`src/rtl/hbm_pkg.sv`:
```
// Shared types and constants for the heartbeat miss monitor.
package hbm_pkg;

  localparam int MAX_ENTRIES_DEF = 8;
  localparam logic [15:0] TICK_DIVIDER_RST = 16'd200;
  localparam logic [7:0] TIMEOUT_COUNT_RST = 8'd3;

  typedef enum logic [2:0] {
    OP_TICK   = 3'd0,
    OP_INIT   = 3'd1,
    OP_DEINIT = 3'd2,
    OP_ADD    = 3'd3,
    OP_PONG   = 3'd4,
    OP_QUERY  = 3'd5
  } op_t;

  typedef enum logic [2:0] {
    KIND_ACK     = 3'd0,
    KIND_PING    = 3'd1,
    KIND_TIMEOUT = 3'd2,
    KIND_NOSLOT  = 3'd3,
    KIND_MISSES  = 3'd4
  } kind_t;

  typedef enum logic {
    REG_TICK_DIVIDER  = 1'b0,
    REG_TIMEOUT_COUNT = 1'b1
  } reg_idx_t;

  typedef enum logic [2:0] {
    S_IDLE,
    S_START,
    S_READ,
    S_EVAL,
    S_TMO,
    S_FINAL
  } state_t;

  typedef struct packed {
    logic [2:0] op;
    logic [7:0] instance_id;
    logic [7:0] channel_id;
  } req_t;

  typedef struct packed {
    logic [2:0] result_kind;
    logic [7:0] out_instance;
    logic [7:0] out_channel;
    logic [7:0] miss_value;
    logic       last;
  } rsp_t;

  typedef struct packed {
    logic [7:0] instance_id;
    logic [7:0] channel_id;
    logic [7:0] misses;
  } entry_t;

endpackage

```
`src/rtl/hbm_ram.sv`:
```
// Generic single-write, single-read RAM with registered read data.
module hbm_ram #(
  parameter int WIDTH = 8,
  parameter int DEPTH = 8,
  localparam int AW = (DEPTH > 1) ? $clog2(DEPTH) : 1
) (
  input  logic             clk,
  input  logic             we,
  input  logic [AW-1:0]    wa,
  input  logic [WIDTH-1:0] wd,
  input  logic [AW-1:0]    ra,
  output logic [WIDTH-1:0] rd
);

  logic [WIDTH-1:0] mem [DEPTH];

  always_ff @(posedge clk) begin
    if (we) begin
      mem[wa] <= wd;
    end
    rd <= mem[ra];
  end

endmodule

```
`src/rtl/heartbeat_miss_monitor.sv`:
```
// Heartbeat miss monitor: channel table, period counter and scan sequencer.
// Flow: an accepted request passes through S_START to S_FINAL, whose result is registered into rsp_valid;
//   a scan visits each slot in S_READ, each used entry in S_EVAL and, on a timeout, S_TMO,
//   and a scan without a match ends with a last S_READ before S_FINAL.
// Throughput: one request at a time; a new request is taken only back in S_IDLE, and a held result stalls.
// Reset clears the control state, used flags and registers; the entry RAM is not cleared.
module heartbeat_miss_monitor
  import hbm_pkg::*;
#(
  parameter int MAX_ENTRIES = MAX_ENTRIES_DEF
) (
  input  logic        clk,
  input  logic        rst,
  // request channel
  input  logic        req_valid,
  output logic        req_ready,
  input  req_t        req,
  // result channel
  output logic        rsp_valid,
  input  logic        rsp_ready,
  output rsp_t        rsp,
  // register port
  input  logic        psel,
  input  logic        penable,
  input  logic        pwrite,
  input  logic [2:0]  paddr,
  input  logic [31:0] pwdata,
  output logic [31:0] prdata,
  output logic        pready
);

  localparam int IDX_W = (MAX_ENTRIES > 1) ? $clog2(MAX_ENTRIES) : 1;
  localparam int CNT_W = $clog2(MAX_ENTRIES + 1);
  localparam logic [CNT_W-1:0] LAST_CNT = CNT_W'(MAX_ENTRIES);

  // configuration registers
  logic [15:0] tick_divider;
  logic [7:0]  timeout_count;

  // sequencer and table control
  state_t                  state, state_next;
  logic [CNT_W-1:0]        idx;
  logic [IDX_W-1:0]        idx_a;
  logic [2:0]              op_q;
  logic [7:0]              inst_q;
  logic [7:0]              chan_q;
  logic                    active;
  logic [15:0]             period;
  logic [MAX_ENTRIES-1:0]  used;
  logic                    free_found;
  logic [IDX_W-1:0]        free_slot;
  logic                    hit;
  logic [7:0]              hit_misses;
  entry_t                  ent;

  // entry RAM
  logic                    ram_we;
  logic [IDX_W-1:0]        ram_wa;
  entry_t                  ram_wd;
  entry_t                  ram_rd;

  // shared datapath: one compare on the channel id, an increment and compare each for the period and the misses
  logic [16:0]             period_inc;
  logic                    period_wrap;
  logic                    chan_match;
  logic [8:0]              miss_inc;
  logic                    miss_tmo;
  logic [7:0]              miss_new;

  // result slot
  logic                    slot_free;
  logic                    emit;
  rsp_t                    emit_data;
  logic                    idx_step;
  logic                    add_commit;

  assign idx_a = idx[IDX_W-1:0];

  assign period_inc  = {1'b0, period} + 17'd1;
  assign period_wrap = (period_inc >= {1'b0, tick_divider});
  assign chan_match  = (ram_rd.channel_id == chan_q);
  assign miss_inc    = {1'b0, ram_rd.misses} + 9'd1;
  assign miss_tmo    = (miss_inc >= {1'b0, timeout_count});
  assign miss_new    = miss_tmo ? timeout_count : miss_inc[7:0];

  // a held result blocks the sequencer; a taken one frees the slot at once
  assign slot_free = !rsp_valid || rsp_ready;

  hbm_ram #(
    .WIDTH ($bits(entry_t)),
    .DEPTH (MAX_ENTRIES)
  ) u_ram (
    .clk (clk),
    .we  (ram_we),
    .wa  (ram_wa),
    .wd  (ram_wd),
    .ra  (idx_a),
    .rd  (ram_rd)
  );

  // register port: writes take effect in the access phase
  assign pready = 1'b1;

  always_comb begin
    case (reg_idx_t'(paddr[2]))
      REG_TICK_DIVIDER:  prdata = {16'd0, tick_divider};
      REG_TIMEOUT_COUNT: prdata = {24'd0, timeout_count};
      default:           prdata = 32'd0;
    endcase
  end

  always_ff @(posedge clk) begin
    if (rst) begin
      tick_divider  <= TICK_DIVIDER_RST;
      timeout_count <= TIMEOUT_COUNT_RST;
    end else if (psel && penable && pwrite) begin
      case (reg_idx_t'(paddr[2]))
        REG_TICK_DIVIDER:  tick_divider  <= pwdata[15:0];
        REG_TIMEOUT_COUNT: timeout_count <= pwdata[7:0];
        default: ;
      endcase
    end
  end

  // next state
  always_comb begin
    state_next = state;
    case (state)
      S_IDLE: begin
        if (req_valid) state_next = S_START;
      end
      S_START: begin
        if (op_q == OP_TICK) begin
          state_next = (active && period_wrap) ? S_READ : S_FINAL;
        end else if (op_q == OP_ADD || op_q == OP_PONG || op_q == OP_QUERY) begin
          state_next = S_READ;
        end else begin
          state_next = S_FINAL;
        end
      end
      S_READ: begin
        if (idx == LAST_CNT) begin
          state_next = S_FINAL;
        end else if (used[idx_a]) begin
          state_next = S_EVAL;
        end
      end
      S_EVAL: begin
        if (op_q == OP_TICK) begin
          if (slot_free) state_next = miss_tmo ? S_TMO : S_READ;
        end else begin
          state_next = chan_match ? S_FINAL : S_READ;
        end
      end
      S_TMO: begin
        if (slot_free) state_next = S_READ;
      end
      S_FINAL: begin
        if (slot_free) state_next = S_IDLE;
      end
      default: state_next = S_IDLE;
    endcase
  end

  // outputs of the sequencer: result, RAM write, scan step
  always_comb begin
    req_ready  = (state == S_IDLE);
    emit       = 1'b0;
    emit_data  = '0;
    ram_we     = 1'b0;
    ram_wa     = idx_a;
    ram_wd     = ram_rd;
    idx_step   = 1'b0;
    add_commit = 1'b0;
    case (state)
      S_READ: begin
        if (idx != LAST_CNT && !used[idx_a]) idx_step = 1'b1;
      end
      S_EVAL: begin
        if (op_q == OP_TICK) begin
          emit                   = slot_free;
          emit_data.result_kind  = KIND_PING;
          emit_data.out_instance = ram_rd.instance_id;
          emit_data.out_channel  = ram_rd.channel_id;
          ram_we                 = slot_free;
          ram_wd.misses          = miss_new;
          idx_step               = slot_free && !miss_tmo;
        end else if (chan_match) begin
          if (op_q == OP_PONG) begin
            ram_we        = 1'b1;
            ram_wd.misses = 8'd0;
          end
        end else begin
          idx_step = 1'b1;
        end
      end
      S_TMO: begin
        emit                   = slot_free;
        emit_data.result_kind  = KIND_TIMEOUT;
        emit_data.out_instance = ent.instance_id;
        emit_data.out_channel  = ent.channel_id;
        idx_step               = slot_free;
      end
      S_FINAL: begin
        emit           = slot_free;
        emit_data.last = 1'b1;
        case (op_q)
          OP_ADD: begin
            emit_data.out_channel = chan_q;
            if (hit || free_found) begin
              emit_data.result_kind = KIND_ACK;
            end else begin
              emit_data.result_kind = KIND_NOSLOT;
            end
            add_commit = slot_free && !hit && free_found;
            ram_we     = add_commit;
            ram_wa     = free_slot;
            ram_wd     = '{instance_id: inst_q, channel_id: chan_q, misses: timeout_count};
          end
          OP_PONG: begin
            emit_data.result_kind = KIND_ACK;
            emit_data.out_channel = chan_q;
          end
          OP_QUERY: begin
            emit_data.result_kind = KIND_MISSES;
            emit_data.out_channel = chan_q;
            emit_data.miss_value  = hit_misses;
          end
          default: emit_data.result_kind = KIND_ACK;
        endcase
      end
      default: ;
    endcase
  end

  // sequencer, table control and result register
  always_ff @(posedge clk) begin
    if (rst) begin
      state     <= S_IDLE;
      active    <= 1'b0;
      period    <= '0;
      used      <= '0;
      rsp_valid <= 1'b0;
    end else begin
      state <= state_next;

      // hold the result until the far side takes it
      if (emit) begin
        rsp_valid <= 1'b1;
      end else if (rsp_ready) begin
        rsp_valid <= 1'b0;
      end

      if (state == S_START) begin
        case (op_q)
          OP_TICK: begin
            if (active) period <= period_wrap ? 16'd0 : period_inc[15:0];
          end
          OP_INIT: begin
            if (!active) begin
              used   <= '0;
              period <= '0;
              active <= 1'b1;
            end
          end
          OP_DEINIT: begin
            used   <= '0;
            active <= 1'b0;
          end
          default: ;
        endcase
      end

      if (add_commit) used[free_slot] <= 1'b1;
    end
  end

  // payload and scan bookkeeping: no reset needed
  always_ff @(posedge clk) begin
    if (emit) rsp <= emit_data;

    if (req_valid && req_ready) begin
      op_q       <= req.op;
      inst_q     <= req.instance_id;
      chan_q     <= req.channel_id;
      idx        <= '0;
      hit        <= 1'b0;
      hit_misses <= 8'd0;
      free_found <= 1'b0;
      free_slot  <= '0;
    end else begin
      if (idx_step) idx <= idx + CNT_W'(1);

      // remember the first free slot on the way for an add
      if (state == S_READ && idx != LAST_CNT && !used[idx_a] && !free_found) begin
        free_found <= 1'b1;
        free_slot  <= idx_a;
      end

      if (state == S_EVAL) begin
        ent <= ram_rd;
        if (op_q != OP_TICK && chan_match) begin
          hit        <= 1'b1;
          hit_misses <= ram_rd.misses;
        end
      end
    end
  end

endmodule

```
`config.mk`:
```
export PLATFORM = sky130hd
export DESIGN_NAME = heartbeat_miss_monitor
export DESIGN_NICKNAME = d
export VERILOG_FILES = /design/src/rtl/hbm_pkg.sv /design/src/rtl/hbm_ram.sv /design/src/rtl/heartbeat_miss_monitor.sv
export SDC_FILE = /design/constraint.sdc
export NUM_CORES = 1
export LEC_CHECK = 0
export BUFFER_PORTS_ARGS = -buffer_cell sky130_fd_sc_hd__buf_2
export CORE_MARGIN = 1
export CORE_UTILIZATION = 38
export CTS_CLUSTER_DIAMETER = 60
export DETAILED_ROUTE_END_ITERATION = 16
export PLACE_DENSITY = 0.51
export SETUP_SLACK_MARGIN = 0.5
export SLEW_MARGIN = 20
export SYNTH_ARGS = -nofsm -noshare
export SYNTH_HDL_FRONTEND = slang
export SYNTH_SLANG_ARGS = --single-unit
```
`constraint.sdc`:
```
create_clock -name clk -period 13.5 [get_ports clk]
set_input_delay 2.025 -clock clk [delete_from_list [all_inputs] [get_ports clk]]
set_output_delay 2.025 -clock clk [all_outputs]
set_load 0.01 [all_outputs]
```
### After elaboration in Yosys (flattened, before gate mapping)

Memories as Yosys holds them, arrays and structs flattened. A register that Yosys moved wholly into a read port is not among the register bits.
Cells that the tools add are included.

* register bits after elaboration: 133
* input bits: 61
* output and inout bits: 63
* memory bits (writable): 192
* memories: 1
* word-level logic and storage cells: 153

Memories
* u_ram.mem: words 8, width 24, read ports 1, clocked after Yosys merged registers in 1, write ports 1, line hbm_ram.sv:15 `logic [WIDTH-1:0] mem [DEPTH];`

* muxes and demuxes: 61
* $lt $le $gt $ge: 5
* bitwise operators: 3
* equal/unequal tests: 20
* add/subtract/negate cells: 3
* reduce and logical (&&, ||, !) cells: 38

Operators by type and width (number)
* two-way mux 8 bit: 9
* two-way mux 16 bit: 4
* one-hot mux 32 bit (2 select lines): 1
* one-hot mux 8 bit (2 select lines): 3
* two-way mux 3 bit: 14
* one-hot mux 16 bit (2 select lines): 1
* two-way mux 24 bit: 1
* one-hot mux 8 bit (3 select lines): 1
* one-hot mux 3 bit (6 select lines): 1
* adder 16 x 1 -> 17 bit (second input constant): 1
* >= comparator 17 x 16 -> 1 bit: 1
* two-way mux 17 bit: 1
* two-way mux 1 bit: 16
* logical AND 1 bit: 13
* == test 3 x 2 -> 1 bit (second input constant): 4
* == test 3 bit (second input constant): 4
* AND reduction 2 bit: 6
* inequality test 2 bit (second input constant): 5
* adder 8 x 1 -> 9 bit (second input constant): 1
* >= comparator 9 x 8 -> 1 bit: 1
* one-hot mux 3 bit (3 select lines): 1
* == test 8 bit: 1
* < comparator 3 x 4 -> 1 bit (second input constant): 2
* bitwise OR 8 bit: 1
* other kinds (23): 37

### Depth between registers and ports, before layout

* depth after elaboration: 8
* depth in mapped cells: 14
* mapped depth without buffers: 13

### Cells and area by module

A second synthesis with hierarchy kept.

* cells, all modules: 1027
* area, all modules: 14712.9 µm²

By module, submodules not included
* hbm_ram: seq. area each 6246.0 µm², area each 7810.0 µm², times used 1, cells an instance 314
* heartbeat_miss_monitor: seq. area each 3293.2 µm², area each 6902.9 µm², times used 1, cells an instance 713

### Least setup slack after synthesis

OpenSTA, ideal clock, no wires.

* path kind: input to register
* start point: input port rsp_ready
* end point: memory u_ram.mem[0][0] in the netlist's numbering, enable pin
* setup time: 435 ps
* arrival: 4378 ps
* setup slack: 8686 ps
* cell stages on the path: 4
* path buffers: 0
* required time: 13065 ps
* cell sequence: nor2b_1 o32ai_1 a32oi_1 nor3_1

* cells in the longest elaborated chain, start to end: 7
* elaborated cells between the ends (all ways): 8
* those cells by class: mux (5); reduce/logical (3)

Ends and longest elaborated chain
* start: declaration: line heartbeat_miss_monitor.sv:20 `input logic rsp_ready,`
* logical OR 1 bit (*): line heartbeat_miss_monitor.sv:87 `assign slot_free = !rsp_valid || rsp_ready;`
* logical AND 1 bit (2 in a row): line heartbeat_miss_monitor.sv:215 `add_commit = slot_free && !hit && free_found;`
* two-way mux 1 bit: line heartbeat_miss_monitor.sv:207 `case (op_q)`
* one-hot mux 1 bit (2 select lines) (*): line heartbeat_miss_monitor.sv:175 `case (state)`
* two-way mux 1 bit (*): line hbm_ram.sv:18 `if (we) begin`
* two-way mux 1 bit (not written as such) (*): line hbm_ram.sv:19 `mem[wa] <= wd;`
* end: declaration: line hbm_ram.sv:15

Every way passes the cells marked *; elsewhere a longest branch is shown, timed or not.

### Worst setup path after layout

* start point: input port paddr[2]
* end point: output port prdata[0]

* cells in the longest elaborated chain, start to end: 2

Ends and longest elaborated chain
* start: declaration: line heartbeat_miss_monitor.sv:26 `input logic [2:0] paddr,`
* inverter 1 bit: line heartbeat_miss_monitor.sv:105 `case (reg_idx_t'(paddr[2]))`
* one-hot mux 32 bit (2 select lines) (*): line heartbeat_miss_monitor.sv:105
* end: declaration: line heartbeat_miss_monitor.sv:28 `output logic [31:0] prdata,`

Every way passes the cells marked *; elsewhere a longest branch is shown, timed or not. The select of a mux whose other input is x is not followed.

==> results.sh <==
export IMPL_path_max_fanout=26
export IMPL_multiInputGateArea_um2=4680
export IMPL_cts_sink_count=349
export IMPL_maxCapViolCount=0
export IMPL_rrSetupSlack_ps=9490
export IMPL_fin_crit_sh_pct=36.6
export IMPL_antenna_found_initial=0
export IMPL_grt_max_degree=57
export IMPL_switching_power_w=0.000839
export IMPL_crit_path_end_kind="output port"
export IMPL_regToRegStartpoint="period[0]"
export IMPL_fin_ws_ps=8560
export IMPL_finalMaxSlewViolations=0
export IMPL_rows=71
export IMPL_fmax_mhz=203
export IMPL_clock_path_buffers=3
export IMPL_netlist_instances=1049
export IMPL_rr_worst_depth=13
export IMPL_clockPowerShare_pct=34.7
export IMPL_synth_top_area_cell="edfxtp_1"
export IMPL_synth_area_um2=14600
export IMPL_remaining_drc_errors=0
export IMPL_chipHeight_um=198
export IMPL_crit_type="input port to output port"
export IMPL_cellPowerDensity_nw_per_um2=179
export IMPL_io_pins=124
export IMPL_syn2layout_area_growth_pct=15.7
export IMPL_min_to="used[5]"
export IMPL_cts_tree="built"
export IMPL_cts_hold_buf=0
export IMPL_finalHoldViolCount=0
export IMPL_drt_initial_drc_count=518
export IMPL_routabilityCongestion=0.784
export IMPL_start_util_pct=38.7
export IMPL_fin_setup_tns_ps=0
export IMPL_die_x_um=198
export IMPL_clock_latency_ps=540
export IMPL_fill_cells=3376
export IMPL_viasPerCell=5.12
export IMPL_ys_warn_count=0
export IMPL_dp_slack_ps=8560
export IMPL_switching_share_pct=27.8
export IMPL_first_pass_iters=6
export IMPL_final_common_cell="edfxtp_1"
export IMPL_clockRootBuffer="clkbuf_16"
export IMPL_ctsResizeCount=0
export IMPL_dp_hpwl_mm=20.6
export IMPL_cts_buffers=38
export IMPL_setup_violations=0
export IMPL_seq_area_um2=9550
export IMPL_worst_pin_slew_ps=1000
export IMPL_hold_start="used[5]"
export IMPL_routedWlPerCell_um=19.7
export IMPL_crit_arrival_ps=2910
export IMPL_synthArstFlopShare_pct=0
export IMPL_port_buffers=88
export IMPL_status="finished clean"
export IMPL_synthTopCellsByArea="edfxtp_1 52%, dfxtp_1 13%, mux4_2 7.7%"
export IMPL_synth_edf_count=255
export IMPL_period_needed_ps=4940
export IMPL_holdCritPathClass="flop to flop"
export IMPL_power_leakage_nw=6.01
export IMPL_cp_startpoint="paddr[2]"
export IMPL_path_clk_slew_ps=50
export IMPL_relSlewSlack_pct=32.9
export IMPL_ys_ff_latch=349
export IMPL_start_kind="input port"
export IMPL_grt_pass1_wl_mm=51.1
export IMPL_h_tree_depth=2
export IMPL_drive_gt1_share_pct=21.8
export IMPL_ant_nets=0
export IMPL_yosys_area_top_type_share_pct=52.5
export IMPL_layout_common_cells="255 x edfxtp_1, 139 x nand2_1, 92 x dfxtp_1"
export IMPL_grtUsageTotal_pct=17.4
export IMPL_cts_setup_buffers=0
export IMPL_power_frac_seq_pct=47.7
export IMPL_hold_path_depth=2
export IMPL_synthDistinctLibCells=62
export IMPL_coreArea_um2=37800
export IMPL_pwr_share_comb_pct=17.6
export IMPL_synth_yosys_seq_area_share_pct=65.4
export IMPL_syn_avg_cell_area_um2=13.9
export IMPL_finalClockSkew_ps=16.4
export IMPL_grt_overflow=0
export IMPL_rsz0062_at_grt="false"
export IMPL_ir_worst_vdd_mv=0.0796
export IMPL_num_vias=8647
export IMPL_layout_nets=1237
export IMPL_grt_pass1_vias=8529
export IMPL_drt_total_wl_mm=33.3
export IMPL_internal_power_w=0.00218
export IMPL_fp_dieArea_um2=39200
export IMPL_synth_top_flop_cell="edfxtp_1"
export IMPL_final_core_util_pct=44.7
export IMPL_rr_endpoint="period[11]"
export IMPL_worst_ep_required_time_ps=11480
metal layers:
metal,GRT usage (%),vias up,wire (µm)
met2,26.8,177,15000
met5,0,-,0
li1,-,4102,-
met4,4.94,0,627
met3,3.25,44,1600
met1,25.2,4324,16000
kinds of logic after synthesis:
group / count (synthesis) / synth area share, %
flops: 349 / 65.4
compound gates: 149 / 6.82
mux: 103 / 11.6
other cells: 2 / 0.0515
xor+xnor: 29 / 1.74
buf+inv: 106 / 3.28
fa+ha+maj: 28 / 2.40
simple gates: 283 / 8.78
power by group through the flow:
stage | clock network [W] | logic [W] | registers [W]
finish | 0.00105 | 0.000530 | 0.00144
global route | 0.00111 | 0.000589 | 0.00145
CTS | 0.00107 | 0.000537 | 0.00144
detailed placement | 0 | 0.000536 | 0.00146
global placement | 0 | 0.000530 | 0.00146
floorplan | 0 | 0.000411 | 0.00139
worst max-delay path by stage:
| stage | to | slack [ps] | cells past startpoint |
|---|---|---|---|
| 6_report | prdata[0] | 8560 | 3 |
| 5_1_grt | prdata[0] | 8510 | 3 |
| 4_1_cts | prdata[0] | 8560 | 3 |
| 3_5_place_dp | prdata[0] | 8560 | 3 |
| 3_3_place_gp | prdata[0] | 8580 | 3 |
| 2_1_floorplan | u_ram.mem[0][0] | 8690 | 4 |
synth_stat cells (3+ instances only):
library cell and n:
xor2_1 16, buf_4 19, mux2i_1 28, and4_1 3
a211oi_1 3, nand3_1 20, o21ai_0 26, a31oi_1 16
o211ai_1 6, nand2_1 139, buf_1 7, dfxtp_1 94
a22o_1 13, and2_1 10, a21oi_1 46, o31ai_1 5
ha_1 28, nor3_1 16, or3_1 3, nand4_1 10
mux2_2 25, xnor2_1 13, inv_1 44, and3_1 6
a222oi_1 8, mux4_2 50, o22ai_1 7, nand2b_1 7
edfxtp_1 255, clkbuf_1 32, nor2_1 51, nor4_1 4
sequential cells by signal (all words and copies together), names as in the netlist:
register       count
u_ram.mem        192
rsp               28
u_ram.rd          24
ent               16
period            16
tick_divider      16
chan_q             8
hit_misses         8
inst_q             8
timeout_count      8
used               8
idx                4
free_slot          3
op_q               3
state              3
active             1
free_found         1
hit                1
rsp_valid          1
worst max-delay path: stages:
cell and delay, ps:
buf_2 340, mux2_2 400, buf_2 140
stage by stage:
stage	hold slack [ps]	instances	cell area [µm²]	power, W
after floorplan	420	1064	14700	0.00180
after global placement	433	1618	15600	0.00199
after detailed placement	441	1618	15600	0.00200
after CTS	453	1688	16900	0.00305
after global routing	468	1689	16900	0.00316
final	452	1690	16900	0.00302
cell type report:
cell class                 count  share of cell area, %
antenna                        1                 0.0148
clock buffer                  57                   6.59
clock inverter                13                  0.956
inverter                      45                   1.00
multi-input combinational    609                   27.7
sequential                   349                   56.5
tap                          511                   3.79
timing repair buffer         105                   3.41
(Power assumes the default switching activity.)
